[config.mk]
export PLATFORM = sky130hd
export DESIGN_NAME = sorted_expiry_timer_queue_flat
export DESIGN_NICKNAME = d
export VERILOG_FILES = /design/src/rtl/setq_pkg.sv /design/src/rtl/setq_if.sv /design/src/rtl/setq_mem.sv /design/src/rtl/sorted_expiry_timer_queue.sv /design/src/flat_wrapper.sv
export VERILOG_INCLUDE_DIRS = /design/src /design/src/rtl
export SDC_FILE = /design/constraint.sdc
export NUM_CORES = 1
export LEC_CHECK = 0
export BUFFER_PORTS_ARGS = -buffer_cell sky130_fd_sc_hd__clkbuf_2
export CORE_ASPECT_RATIO = 0.9
export CORE_MARGIN = 4
export CORE_UTILIZATION = 35
export DETAILED_ROUTE_END_ITERATION = 7
export HOLD_SLACK_MARGIN = 0.05
export PLACE_DENSITY_LB_ADDON = 0.12
export SLEW_MARGIN = 30
export SYNTH_ARGS = -nofsm -noshare
export SYNTH_HDL_FRONTEND = slang
export SYNTH_SLANG_ARGS = --single-unit
[constraint.sdc]
create_clock -name clk -period 10.97 [get_ports clk]
set_input_delay 1.6455 -clock clk [delete_from_list [all_inputs] [get_ports clk]]
set_output_delay 1.6455 -clock clk [all_outputs]
set_load 0.02 [all_outputs]
[src/rtl/assert_macros.svh]
// ----------------------------------------------------------------------------
// assertion macros
// clocked on clk, disabled while arst_n is low
// ----------------------------------------------------------------------------
`ifndef ASSERT_MACROS_SVH
`define ASSERT_MACROS_SVH

// condition holds at every edge
`define SETQ_ASSERT_ALWAYS(lbl, cond, msg) \
	lbl: assert property (@(posedge clk) disable iff (!arst_n) (cond)) \
		else $error(msg);

// consequent holds in the same cycle as the antecedent
`define SETQ_ASSERT_IMPLY(lbl, ante, cons, msg) \
	lbl: assert property (@(posedge clk) disable iff (!arst_n) (ante) |-> (cons)) \
		else $error(msg);

`endif

[src/rtl/setq_pkg.sv]
// ----------------------------------------------------------------------------
// setq_pkg
// sizes, codes and types shared by the sorted timer queue
// ----------------------------------------------------------------------------
package setq_pkg;

	localparam int ENTRIES     = 16;
	localparam int TIME_BITS   = 32;
	localparam int MAX_RESULTS = 16;

	localparam int IDX_W      = $clog2(ENTRIES);
	localparam int CNT_W      = $clog2(ENTRIES + 1);
	localparam int TICK_LIMIT = (MAX_RESULTS < ENTRIES) ? MAX_RESULTS : ENTRIES;

	localparam logic [1:0] CMD_ADD    = 2'd0;
	localparam logic [1:0] CMD_ADJUST = 2'd1;
	localparam logic [1:0] CMD_DELETE = 2'd2;
	localparam logic [1:0] CMD_TICK   = 2'd3;

	localparam logic [2:0] ST_OK       = 3'd0;
	localparam logic [2:0] ST_EXPIRED  = 3'd1;
	localparam logic [2:0] ST_NONE     = 3'd2;
	localparam logic [2:0] ST_FULL     = 3'd3;
	localparam logic [2:0] ST_NOTFOUND = 3'd4;

	typedef logic [TIME_BITS-1:0] time_t;
	typedef logic [15:0]          handle_t;
	typedef logic [IDX_W-1:0]     idx_t;
	typedef logic [CNT_W-1:0]     cnt_t;

	typedef struct packed {
		handle_t handle;
		time_t   expiry;
	} entry_t;

	// one write and one read port of the entry store
	typedef struct packed {
		logic   wr_en;
		idx_t   wr_addr;
		entry_t wr_data;
		logic   rd_en;
		idx_t   rd_addr;
	} mem_req_t;

endpackage

[src/rtl/setq_if.sv]
// ----------------------------------------------------------------------------
// setq channel interfaces
// command channel into the queue and result channel out of it
// ----------------------------------------------------------------------------
interface setq_cmd_if;
	logic        valid;
	logic        ready;
	logic [1:0]  command;
	logic [15:0] handle;
	logic [31:0] time_value;

	modport source (output valid, command, handle, time_value, input ready);
	modport sink (input valid, command, handle, time_value, output ready);
endinterface

interface setq_res_if;
	logic        valid;
	logic        ready;
	logic [15:0] handle_res;
	logic [2:0]  status;
	logic        last;

	modport source (output valid, handle_res, status, last, input ready);
	modport sink (input valid, handle_res, status, last, output ready);
endinterface

[src/rtl/setq_mem.sv]
// ----------------------------------------------------------------------------
// setq_mem
// entry store in queue order, one write and one registered read per cycle
// ----------------------------------------------------------------------------
module setq_mem (
	input  logic               clk,
	input  setq_pkg::mem_req_t mreq,
	output setq_pkg::entry_t   rd_data
);
	import setq_pkg::*;

	entry_t mem [ENTRIES];

	always_ff @(posedge clk) begin
		if (mreq.wr_en) begin
			mem[mreq.wr_addr] <= mreq.wr_data;
		end
	end

	always_ff @(posedge clk) begin
		if (mreq.rd_en) begin
			rd_data <= mem[mreq.rd_addr];
		end
	end

endmodule

[src/rtl/sorted_expiry_timer_queue.sv]
// ----------------------------------------------------------------------------
// sorted_expiry_timer_queue
// add: walks from the back to the slot, moving each later expiry back one slot
// delete: walks the whole queue; adjust: a delete walk then an insert walk
// tick: walks from the front, expiring and then compacting, and closes when the walk
//   reaches the tail or stops at an unexpired front; each entry visit costs an address
//   step and a compare/move step on the single store
// one request at a time; the next one is taken while a result still waits
// reset clears the count and the sequencer at once, the store needs no sweep
// ----------------------------------------------------------------------------
`include "assert_macros.svh"

module sorted_expiry_timer_queue (
	input  logic       clk,
	input  logic       arst_n,
	setq_cmd_if.sink   req,
	setq_res_if.source rsp
);
	import setq_pkg::*;

	// sequencer states
	localparam logic [3:0] S_IDLE   = 4'd0;
	localparam logic [3:0] S_INS_RD = 4'd1;
	localparam logic [3:0] S_INS_EV = 4'd2;
	localparam logic [3:0] S_DEL_RD = 4'd3;
	localparam logic [3:0] S_DEL_EV = 4'd4;
	localparam logic [3:0] S_TK_RD  = 4'd5;
	localparam logic [3:0] S_TK_EV  = 4'd6;
	localparam logic [3:0] S_TK_END = 4'd7;
	localparam logic [3:0] S_RESP   = 4'd8;

	logic [3:0] state_q;
	cnt_t       cnt_q;      // valid entries, in slots 0 .. cnt_q-1
	cnt_t       idx_q;      // walk position (insert: the open slot)
	cnt_t       k_q;        // entries expired by the current tick
	logic       found_q;    // delete walk has passed the matching entry
	logic       pend_q;     // an expired handle waits for its last flag
	logic       exp_done_q; // tick has stopped expiring, now compacting
	handle_t    pend_h_q;
	logic [1:0] cmd_q;
	handle_t    h_q;
	time_t      t_q;
	logic [2:0] status_q;

	logic       out_valid_q;
	handle_t    out_h_q;
	logic [2:0] out_st_q;
	logic       out_last_q;

	mem_req_t   mreq;
	entry_t     rdata;
	entry_t     new_entry;
	cnt_t       idx_m1;
	logic       out_free;
	logic       tk_expired;
	logic       push;
	handle_t    push_h;
	logic [2:0] push_st;
	logic       push_last;

	setq_mem u_mem (
		.clk     (clk),
		.mreq    (mreq),
		.rd_data (rdata)
	);

	assign req.ready = (state_q == S_IDLE);

	assign rsp.valid      = out_valid_q;
	assign rsp.handle_res = out_h_q;
	assign rsp.status     = out_st_q;
	assign rsp.last       = out_last_q;

	assign new_entry  = '{handle: h_q, expiry: t_q};
	assign idx_m1     = idx_q - cnt_t'(1);
	assign out_free   = !out_valid_q || rsp.ready;
	// read entry expires if due by t_q, while still expiring and under the per-tick limit
	assign tk_expired = !exp_done_q && (k_q != cnt_t'(TICK_LIMIT)) &&
		(rdata.expiry <= t_q);

	// store accesses and result pushes
	always_comb begin
		mreq      = '0;
		push      = 1'b0;
		push_h    = '0;
		push_st   = ST_OK;
		push_last = 1'b1;
		unique case (state_q)
			S_INS_RD: begin
				if (idx_q == '0) begin
					// reached the front: the new timer goes in slot 0
					mreq.wr_en   = 1'b1;
					mreq.wr_addr = '0;
					mreq.wr_data = new_entry;
				end else begin
					mreq.rd_en   = 1'b1;
					mreq.rd_addr = idx_m1[IDX_W-1:0];
				end
			end
			S_INS_EV: begin
				// later expiries move back one slot, else the new timer fills the hole
				mreq.wr_en   = 1'b1;
				mreq.wr_addr = idx_q[IDX_W-1:0];
				mreq.wr_data = (rdata.expiry > t_q) ? rdata : new_entry;
			end
			S_DEL_RD, S_TK_RD: begin
				if (idx_q != cnt_q) begin
					mreq.rd_en   = 1'b1;
					mreq.rd_addr = idx_q[IDX_W-1:0];
				end
			end
			S_DEL_EV: begin
				// entries behind the removed one close the gap
				if (found_q) begin
					mreq.wr_en   = 1'b1;
					mreq.wr_addr = idx_m1[IDX_W-1:0];
					mreq.wr_data = rdata;
				end
			end
			S_TK_EV: begin
				if (tk_expired) begin
					// the previous expired handle now knows it is not the last
					if (pend_q && out_free) begin
						push      = 1'b1;
						push_h    = pend_h_q;
						push_st   = ST_EXPIRED;
						push_last = 1'b0;
					end
				end else if (k_q != '0) begin
					// survivors move to the front past the expired ones
					mreq.wr_en   = 1'b1;
					mreq.wr_addr = IDX_W'(idx_q - k_q);
					mreq.wr_data = rdata;
				end
			end
			S_TK_END: begin
				if (out_free) begin
					push    = 1'b1;
					push_h  = pend_q ? pend_h_q : handle_t'(0);
					push_st = pend_q ? ST_EXPIRED : ST_NONE;
				end
			end
			S_RESP: begin
				if (out_free) begin
					push    = 1'b1;
					push_h  = h_q;
					push_st = status_q;
				end
			end
			default: begin
			end
		endcase
	end

	// sequencer
	always_ff @(posedge clk or negedge arst_n) begin
		if (!arst_n) begin
			state_q    <= S_IDLE;
			cnt_q      <= '0;
			idx_q      <= '0;
			k_q        <= '0;
			found_q    <= 1'b0;
			pend_q     <= 1'b0;
			exp_done_q <= 1'b0;
			cmd_q      <= CMD_ADD;
			status_q   <= ST_OK;
		end else begin
			unique case (state_q)
				S_IDLE: begin
					if (req.valid) begin
						cmd_q      <= req.command;
						idx_q      <= '0;
						k_q        <= '0;
						found_q    <= 1'b0;
						pend_q     <= 1'b0;
						exp_done_q <= 1'b0;
						unique case (req.command)
							CMD_ADD: begin
								if (cnt_q >= cnt_t'(ENTRIES)) begin
									status_q <= ST_FULL;
									state_q  <= S_RESP;
								end else begin
									idx_q   <= cnt_q;
									state_q <= S_INS_RD;
								end
							end
							CMD_ADJUST, CMD_DELETE: state_q <= S_DEL_RD;
							CMD_TICK:               state_q <= S_TK_RD;
							default:                state_q <= S_IDLE;
						endcase
					end
				end
				S_INS_RD: begin
					if (idx_q == '0) begin
						cnt_q    <= cnt_q + cnt_t'(1);
						status_q <= ST_OK;
						state_q  <= S_RESP;
					end else begin
						state_q <= S_INS_EV;
					end
				end
				S_INS_EV: begin
					if (rdata.expiry > t_q) begin
						idx_q   <= idx_m1;
						state_q <= S_INS_RD;
					end else begin
						cnt_q    <= cnt_q + cnt_t'(1);
						status_q <= ST_OK;
						state_q  <= S_RESP;
					end
				end
				S_DEL_RD: begin
					if (idx_q == cnt_q) begin
						if (found_q) begin
							cnt_q <= cnt_q - cnt_t'(1);
							if (cmd_q == CMD_ADJUST) begin
								// reinsert from the back of the shortened queue
								idx_q   <= cnt_q - cnt_t'(1);
								state_q <= S_INS_RD;
							end else begin
								status_q <= ST_OK;
								state_q  <= S_RESP;
							end
						end else begin
							status_q <= ST_NOTFOUND;
							state_q  <= S_RESP;
						end
					end else begin
						state_q <= S_DEL_EV;
					end
				end
				S_DEL_EV: begin
					if (!found_q && (rdata.handle == h_q)) begin
						found_q <= 1'b1;
					end
					idx_q   <= idx_q + cnt_t'(1);
					state_q <= S_DEL_RD;
				end
				S_TK_RD: begin
					state_q <= (idx_q == cnt_q) ? S_TK_END : S_TK_EV;
				end
				S_TK_EV: begin
					if (tk_expired) begin
						// stall here while an expired handle waits and the result register is occupied
						if (!pend_q || out_free) begin
							pend_q   <= 1'b1;
							pend_h_q <= rdata.handle;
							k_q      <= k_q + cnt_t'(1);
							idx_q    <= idx_q + cnt_t'(1);
							state_q  <= S_TK_RD;
						end
					end else if (k_q == '0) begin
						// nothing expired, queue stays as it is
						state_q <= S_TK_END;
					end else begin
						exp_done_q <= 1'b1;
						idx_q      <= idx_q + cnt_t'(1);
						state_q    <= S_TK_RD;
					end
				end
				S_TK_END: begin
					if (out_free) begin
						cnt_q   <= cnt_q - k_q;
						state_q <= S_IDLE;
					end
				end
				S_RESP: begin
					if (out_free) begin
						state_q <= S_IDLE;
					end
				end
				default: state_q <= S_IDLE;
			endcase
		end
	end

	// request payload
	always_ff @(posedge clk) begin
		if (req.valid && req.ready) begin
			h_q <= req.handle;
			t_q <= time_t'(req.time_value);
		end
	end

	// result register
	always_ff @(posedge clk or negedge arst_n) begin
		if (!arst_n) begin
			out_valid_q <= 1'b0;
		end else if (push) begin
			out_valid_q <= 1'b1;
		end else if (rsp.ready) begin
			out_valid_q <= 1'b0;
		end
	end

	always_ff @(posedge clk) begin
		if (push) begin
			out_h_q    <= push_h;
			out_st_q   <= push_st;
			out_last_q <= push_last;
		end
	end

	// checks
	`SETQ_ASSERT_ALWAYS(a_cnt_range, cnt_q <= cnt_t'(ENTRIES), "entry count beyond capacity")
	`SETQ_ASSERT_IMPLY(a_push_free, push, out_free, "result pushed over a held result")
	`SETQ_ASSERT_IMPLY(a_ins_slot, state_q == S_INS_EV, idx_q < cnt_t'(ENTRIES), "insert slot out of range")
	`SETQ_ASSERT_IMPLY(a_tick_limit, state_q == S_TK_RD || state_q == S_TK_EV || state_q == S_TK_END, k_q <= cnt_t'(TICK_LIMIT), "tick expired too many")

endmodule
[src/flat_wrapper.sv]
// flat-port wrapper written by rule: the top's interface ports become plain ports
module sorted_expiry_timer_queue_flat import setq_pkg::*;
  (clk, arst_n, req_valid, req_command, req_handle, req_time_value, req_ready, rsp_valid, rsp_handle_res, rsp_status, rsp_last, rsp_ready);
  setq_cmd_if req_i ();
  setq_res_if rsp_i ();
  input  logic clk;
  input  logic arst_n;
  input wire logic [$bits(req_i.valid)-1:0] req_valid;
  input wire logic [$bits(req_i.command)-1:0] req_command;
  input wire logic [$bits(req_i.handle)-1:0] req_handle;
  input wire logic [$bits(req_i.time_value)-1:0] req_time_value;
  output wire logic [$bits(req_i.ready)-1:0] req_ready;
  output wire logic [$bits(rsp_i.valid)-1:0] rsp_valid;
  output wire logic [$bits(rsp_i.handle_res)-1:0] rsp_handle_res;
  output wire logic [$bits(rsp_i.status)-1:0] rsp_status;
  output wire logic [$bits(rsp_i.last)-1:0] rsp_last;
  input wire logic [$bits(rsp_i.ready)-1:0] rsp_ready;
  assign req_i.valid = req_valid;
  assign req_i.command = req_command;
  assign req_i.handle = req_handle;
  assign req_i.time_value = req_time_value;
  assign req_ready = req_i.ready;
  assign rsp_valid = rsp_i.valid;
  assign rsp_handle_res = rsp_i.handle_res;
  assign rsp_status = rsp_i.status;
  assign rsp_last = rsp_i.last;
  assign rsp_i.ready = rsp_ready;
  sorted_expiry_timer_queue u_core (.clk(clk), .arst_n(arst_n), .req(req_i), .rsp(rsp_i));
endmodule
# After elaboration in Yosys (flattened, before gate mapping)
# Memory sizes are Yosys's and may differ from the RTL's. A register that Yosys moved wholly into a read port is not among the register bits.
# Index checks and enable logic that the tools add are counted.
[classes] n_addsub=7 order_cmp=3 eq_ne=35 muxes=83 reduce_logical=35
[op_table] operator="$mux W53" n=4
[op_table] operator="$pmux W53 S4" n=1
[op_table] operator="$mux W5" n=20
[op_table] operator="$mux W16" n=5
[op_table] operator="$mux W48" n=1
[op_table] operator="$pmux W16 S3" n=1
[op_table] operator="$mux W4" n=10
[op_table] operator="$mux W3" n=11
[op_table] operator="$gt A32 B32 Y1" n=1
[op_table] operator="$le A32 B32 Y1" n=1
[op_table] operator="$pmux W4 S8" n=1
[op_table] operator="$pmux W5 S5" n=1
[op_table] operator="$ne A2 B1 Y1 const B" n=10
[op_table] operator="$pmux W5 S2" n=2
[op_table] operator="$pmux W5 S4" n=1
[op_table] operator="$eq A16 B16 Y1" n=1
[op_table] operator="$eq A4 B3 Y1 const B" n=4
[op_table] operator="$mux W1" n=16
[op_table] operator="$reduce_and A8 Y1" n=2
[op_table] operator="$add A5 B1 Y5 const B" n=3
[op_table] operator="$ne A2 B2 Y1 const B" n=6
[op_table] operator="$pmux W3 S4" n=1
[op_table] operator="$pmux W4 S3" n=1
[op_table] operator="$reduce_and A4 Y1" n=3
[op_table] operator="30 further kinds" n=56
[word_totals] register_bits=112 ramBits=768 inputBits=54 out_inout_bits=22 word_cells=180 mem_count=1
[mem_list] name="u_core.u_mem.mem" depth=16 width=48 rd=1 rd_ports_with_merged_regs=1 write_ports=1 line="setq_mem.sv:12" source="entry_t mem [ENTRIES];"

# Depth between registers and ports, before layout
# Gate-level depths: netlist of run 1.
[depth] depth_word=7 depth_mapped=16 ltp_nobuf=10

# Cells and area by module
# Synthesis of run 1 repeated with hierarchy kept, for this count alone.
[unflattened] hier_cells=1881 area_unflattened_um2=36956.7
[modules_own_cells] module="setq_mem" instances=1 cells_each=1242 area_per_inst_um2=30175.2
[modules_own_cells] module="sorted_expiry_timer_queue" instances=1 cells_each=639 area_per_inst_um2=6781.5

# Least setup slack after synthesis of run 1
# Ideal clock, no wire load.
[synth_timing] path_kind="register to register" from="register, netlist name u_core.u_mem.rd_data[17]" to="memory u_core.u_mem.mem[1][0] (netlist name) (enable)" setup_time_ps=454 t_arrival_ps=4147 t_required_ps=10516 setup_slack_ps=6369 stages_incl_launch_ff=10 n_path_buf=0 synth_period_minus_slack_ps=4601 cell_sequence="edfxtp_1 > ha_1 > a21o_1 > a221o_1 > a22oi_1 > nand3_1 > o21ai_0 > o21ai_0 > nand2b_1 > nor2_1"
[synth_via] elab_chain_len=6
[synth_lines] item="$le A32 B32 Y1 (*)" line="sorted_expiry_timer_queue.sv:79" source="(rdata.expiry <= t_q);"
[synth_lines] item="$logic_and A1 B1 Y1 (*)" line="sorted_expiry_timer_queue.sv:78" source="assign tk_expired = !exp_done_q && (k_q != cnt_t'(TICK_LIMIT)) &&"
[synth_lines] item="$mux W53 (*)" line="sorted_expiry_timer_queue.sv:121" source="if (tk_expired) begin"
[synth_lines] item="$pmux W53 S4 (*)" line="sorted_expiry_timer_queue.sv:88" source="unique case (state_q)"
[synth_lines] item="$mux W1" line="setq_mem.sv:15" source="if (mreq.wr_en) begin"
[synth_lines] item="$mux W1 (not written as such)" line="setq_mem.sv:16" source="mem[mreq.wr_addr] <= mreq.wr_data;"
[synth_lines] item="end, declared" line="setq_mem.sv:12"
# Mark *: on every way between the ends. The rest lies on a longest branch, timed or not.

==> results_dict.tcl, run 1 <==
set metrics [dict create \
    power.switching_uw 4070 \
    synthDistinctLibCells 66 \
    grt_pass1_vias 20400 \
    drt_iter0_markers 1541 \
    ctsRootBufferMaster "clkbuf_16" \
    ff2ff_path_depth 10 \
    antenna_found_initial 1 \
    cp-end-kind "register" \
    max_clock_freq_mhz 182 \
    syn_inst 2231 \
    period_minus_slack_ns 5.49 \
    via_per_inst 5.15 \
    power.density_nw_per_um2 281 \
    synth_area_per_cell_um2 17.4 \
    p_comb_share_pct 31.4 \
    hp-class "reg2reg" \
    synthTopCellsByArea "edfxtp_1 70%, mux2i_1 12%, mux2_2 4.3%" \
    area_delta_synth_final_pct 13.5 \
    p_clk_share_pct 26.7 \
    cts_setup_buffers 0 \
    initial_core_util_pct 35.4 \
    async_flop_share_pct 2.91 \
    relSlewSlack_pct 31.5 \
    report.final.slew_viol_count 0 \
    totalWireLength_um 98300 \
    final.setup.tns_ns 0 \
    crit_arrival_ns 5.85 \
    ys_ff_latch 927 \
    synth_compound_area_share_pct 4.94 \
    synthFlopType "edfxtp_1" \
    drc 0 \
    io_buffers 75 \
    pwr-share-seq_pct 41.9 \
    grt_overflow_total 0 \
    clk_pin_slew_ns 0.06 \
    setup_viol 0 \
    cp_data_required_time_ns 11.33 \
    synth_area_um2 38800 \
    ctsResizeCount 0 \
    nNetsFinal 2432 \
    cts_buffer_depth 3 \
    vias 19900 \
    yosys.area.top_type "edfxtp_1" \
    postSynthNetCount 2334 \
    grt_pass1_wl_um 143000 \
    place_ws_ns 5.37 \
    power_leakage_uw 0.0175 \
    multi_input_area_um2 10400 \
    hold_violations 0 \
    cts_tree "done" \
    synth-adder-area-share_pct 1.62 \
    path_max_fanout 48 \
    muxShareOfSynthArea_pct 16.7 \
    drive_above_1_share_pct 18.2 \
    finalClockSkew_ns 0.0226 \
    grt.total_usage_pct 16.6 \
    antenna_left 0 \
    seq_area_frac_synth_pct 71.3 \
    first_pass_iters 6 \
    rsz0062_at_grt "false" \
    finalWorstSetupSlack_ns 5.48 \
    min_path_cells 2 \
    die_w_um 359 \
    path_class "reg2reg" \
    fp.dieH_um 324 \
    final_common_cell "edfxtp_1" \
    nFillCells 9953 \
    p_int_uw 8320 \
    synth_top_family_by_area "multiplexers" \
    worstMarginPinSlew_ns 1.03 \
    numCtsBuffers 100 \
    swShare_pct 32.9 \
    grt_max_degree 118 \
    ctsHoldBuffers 0 \
    yosysWarnings 0 \
    drt-wirelength-per-cell_um 25.4 \
    clock_latency_ns 0.67 \
    layout.cells.most_common_list "900 x edfxtp_1, 483 x mux2i_1, 148 x mux2_2" \
    gp_congestion 0.755 \
    die-area_um2 116000 \
    synth-xor-area-share_pct 0.699 \
    period_share_pct 50.1 \
    row_count 115 \
    n_antenna_cell 0 \
    core-area_um2 110000 \
    yosys.area_share.simple_pct 2.29 \
    ir_drop_uv 164 \
    clock-sinks 927 \
    netlist.area_leader.share_pct 69.6 \
    cts.htree.levels 3 \
    cap_violations 0 \
    dpl.hpwl_um 51900 \
    status "completed" \
    crit_path_start_kind "register" \
    seq_area_um2 27700 \
    synth_edf_count 900 \
    io_pins 76 \
]
==> power groups by stage <==
stage | logic (uW) | clock network (uW) | registers [uW]
after global placement | 3910 | 0 | 5250
after global routing | 4220 | 3570 | 5240
final | 3890 | 3320 | 5190
after floorplan | 2810 | 0 | 5160
after detailed placement | 3940 | 0 | 5260
after CTS | 3960 | 3410 | 5190
==> logic make-up (layout without fill, tap and decap cells) <==
family	after synthesis	after routing
flops	927	927
mux	631	631
compound gates	246	246
simple gates	181	181
buf+inv	166	347
fa+ha+maj	49	49
xor+xnor	31	31
==> layout make-up <==
type | instances | share of cell area, %
Clock buffer | 125 | 5.99
Clock inverter | 60 | 1.28
Inverter | 48 | 0.409
Multi-Input combinational cell | 1138 | 23.7
Sequential cell | 927 | 62.9
Tap cell | 1462 | 4.15
Timing Repair Buffer | 114 | 1.64
==> layer usage <==
layer	vias to the layer above	global-route usage [%]	routed length (um)	share of wire, %
li1	9090	-	-	-
met1	10200	23.5	45800	47
met2	480	27.0	45900	47
met3	136	2.33	4240	4.3
met4	2	4.47	2310	2.3
met5	-	0	13	0.013
==> sequential cells by signal, indices dropped and copies added, names as in the netlist, 2 cells and up <==
signal,count
u_core.status_q,2
u_core.h_q,16
u_core.rsp.status,3
u_core.rsp.handle_res,16
u_core.t_q,32
u_core.cmd_q,2
u_core.k_q,5
u_core.u_mem.rd_data,48
u_core.idx_q,5
u_core.pend_h_q,16
u_core.cnt_q,5
u_core.u_mem.mem,768
u_core.state_q,4
==> Yosys cell counts, types with 11 or more instances <==
cell	number
a21oi_1	37
a222oi_1	48
a22o_1	64
buf_2	28
buf_6	31
clkbuf_1	49
dfrtp_1	27
edfxtp_1	900
ha_1	47
inv_1	48
mux2_2	148
mux2i_1	483
nand2_1	39
nand2b_1	11
nand3_1	16
nor2_1	61
o21ai_0	32
xnor2_1	13
xor2_1	18
==> path summary, 6_finish.rpt <==
path | start | to | slack, ns
worst max-delay path | u_core.u_mem.rd_data[14] | u_core.u_mem.mem[11][10] | 5.48
worst min-delay path | u_core.cmd_q[1] | u_core.cmd_q[1] | 0.49
worst max register to register | u_core.u_mem.rd_data[14] | u_core.u_mem.mem[11][10] | 5.48
worst min register to register | u_core.cmd_q[1] | u_core.cmd_q[1] | 0.49
max in group asynchronous | arst_n | u_core.exp_done_q | 9.67
min in group asynchronous | arst_n | u_core.cnt_q[2] | 0.99
==> stage by stage <==
| stage | util (%) | hold slack (ns) | std cells | area, um^2 | total power, uW |
|---|---|---|---|---|---|
| 2_1_floorplan | - | 0.450 | 2231 | 38800 | 7970 |
| 3_3_place_gp | 37.3 | 0.470 | 3689 | 40800 | 9160 |
| 3_5_place_dp | 37.3 | 0.479 | 3689 | 40900 | 9200 |
| 4_1_cts | 40.2 | 0.493 | 3874 | 44100 | 12600 |
| 5_1_grt | 40.2 | 0.514 | 3874 | 44100 | 13000 |
| 6_report | 40.2 | 0.488 | 3874 | 44100 | 12400 |
==> critical path, stage by stage (launching register included) <==
cell and delay [ns]:
edfxtp_1 0.39, ha_1 0.34, nand4_1 0.18, nor4_1 0.81, a21bo_2 0.32, a311oi_2 0.56
or2_0 0.64, nand2_1 0.32, nand3_2 0.15, buf_4 0.70, a22o_1 0.72
No activity file was read; power rests on OpenSTA's default activity.
==> inputs of run 2 (changes only) <==
==> constraint.sdc (replaced) <==
create_clock -name clk -period 4.7 [get_ports clk]
set_input_delay 0.705 -clock clk [delete_from_list [all_inputs] [get_ports clk]]
set_output_delay 0.705 -clock clk [all_outputs]
set_load 0.02 [all_outputs]
==> run 2 against run 1 <==
Effect of this change: sequential share of layout area decreased by 2.8 points; critical path depth increased by 1; non-clock buffer count increased by 129; wire length increased by 1.7%; critical path type unchanged; clock power increased by 130%; fmax increased by 30%; register-to-register slack got worse by 5.0 ns.
==> results_dict.tcl, run 2 (same netlist as run 1, synthesis figures left out) <==
set metrics [dict create \
    status "completed" \
    ctsRootBufferMaster "clkbuf_16" \
    fp.dieH_um 324 \
    grt_util_met2_pct 26.8 \
    io_pins 76 \
    path_max_fanout 13 \
    layout.cells.most_common_list "900 x edfxtp_1, 483 x mux2i_1, 148 x mux2_2" \
    rsz0062_at_grt "false" \
    drt-wirelength-per-cell_um 25.0 \
    antenna_left 0 \
    max_stage_delay_ns 0.56 \
    core-area_um2 110000 \
    critPathLaunch "u_core.u_mem.rd_data[15]" \
    critical_path.slowest_cell "nor2_4" \
    grt_overflow_total 0 \
    max_clock_freq_mhz 238 \
    die-area_um2 116000 \
    vias 20500 \
    drc 0 \
    place_inst 3817 \
    cts_tree "done" \
    first_pass_iters 6 \
    power_leakage_uw 0.0184 \
    nNetsFinal 2562 \
    antenna_found_initial 0 \
    grt.met3_usage_pct 3.10 \
    grt.total_usage_pct 16.9 \
    crit_path_start_kind "register" \
    reg_top3 "u_core.u_mem.mem x768, u_core.u_mem.rd_data x48, u_core.t_q x32" \
    r2r_slack_ns 0.49 \
    path_class "reg2reg" \
    hp-class "in2reg" \
    final.setup.tns_ns 0 \
    period_minus_slack_ns 4.21 \
    place_ws_ns 0.265 \
    crit_chain "ha_1, nand4_1, nor4_1, buf_4, a21bo_2, a31oi_1, o21ai_1, o21ai_0, nand2b_1, nor2_4, buf_12" \
    relSlewSlack_pct 41.2 \
    hold_violations 0 \
    area_delta_synth_final_pct 18.7 \
    report.final.slew_viol_count 0 \
    worst_r2r_startpoint "u_core.u_mem.rd_data[15]" \
    min_from "req_handle[1]" \
    clock-sinks 927 \
    drt_iter0_markers 1571 \
    crit_arrival_ns 4.58 \
    period_share_pct 89.6 \
    die_w_um 359 \
    cp_data_required_time_ns 5.07 \
    worstMarginPinSlew_ns 0.880 \
    grt_max_degree 97 \
    grt_pass1_wl_um 145000 \
    final_common_cell "edfxtp_1" \
    grt-busiest-layer "met2" \
    power.density_nw_per_um2 658 \
    clock_latency_ns 0.68 \
    cp-end-kind "register" \
    final_cells 4006 \
    grt_pass1_vias 20700 \
    io_buffers 75 \
    numCtsBuffers 101 \
    initial_core_util_pct 35.4 \
    totalWireLength_um 100000 \
    via_per_inst 5.12 \
    clk_pin_slew_ns 0.06 \
    dpl.hpwl_um 58800 \
    regMostFlops "u_core.u_mem.mem" \
    largest_register_ffs 768 \
    cts_buffer_depth 3 \
    gp_congestion 0.787 \
    row_count 115 \
    cts.htree.levels 3 \
    drive_above_1_share_pct 21.9 \
    finalClockSkew_ns 0.0306 \
    ctsResizeCount 0 \
    ir_drop_uv 396 \
    grt.met1_usage_pct 24.2 \
    setup_viol 0 \
    n_antenna_cell 0 \
    cap_violations 0 \
    finalWorstSetupSlack_ns 0.491 \
]
[run 2: changes by cell type in the layout (fill, tap and decap cells not counted), moves of 2 or more]
cell       change
buf_12        +93
buf_4         +36
clkinv_1       +9
clkinv_2       -8
clkbuf_1       +6
bufinv_16      -5
inv_6          -2
nor2_2         +2
[run 2: stage by stage]
stage               area, um^2  hold slack, ns  utilization [%]  total power, uW
detailed placement       43000           0.482             39.2            23100
CTS                      46100           0.157             42.0            30700
global placement         43000           0.474             39.2            23000
finish                   46100           0.216             42.1            30300
floorplan                38800           0.409                -            18600
global route             46100           0.161             42.1            31900
[run 2: final timing paths]
kind / end / depth (start not counted)
min in group asynchronous: u_core.cnt_q[4] / 3
min: u_core.h_q[1] / 1
max reg2reg: u_core.u_mem.mem[2][9] / 11
max: u_core.u_mem.mem[2][9] / 11
max in group asynchronous: u_core.found_q / 3
min reg2reg: u_core.cmd_q[0] / 2
[run 2: cell type report]
type	instances	area, um^2
Sequential cell	927	27700
Fill cell	9738	63500
Tap cell	1462	1830
Inverter	48	180
Clock buffer	131	2660
Clock inverter	57	454
Timing Repair Buffer	243	2850
Multi-Input combinational cell	1138	10400
[run 2: metal layers]
metal | up-vias | part of all wire, %
li1 | 9352 | -
met1 | 10600 | 48
met2 | 440 | 46
met3 | 117 | 4.4
met4 | 0 | 1.9
met5 | - | 0
[run 2: worst max-delay path, delay by kind of cell (launching register included)]
kind | cells | cell delay, ns
compound gates | 4 | 1.11
fa+ha+maj | 1 | 0.36
buf+inv | 2 | 0.47
flops | 1 | 0.44
simple gates | 4 | 1.53
[run 2: report_power, final]
part | internal [uW] | switching, uW | leakage (uW)
combinational | 4700 | 6150 | 0.00825
clock | 4270 | 3230 | 0.00151
sequential | 11500 | 551 | 0.00866
[run 2: timing repair]
item                      CTS  global route
hold endpoints to repair   27             0
setup buffers               0             0
hold buffers                1             0
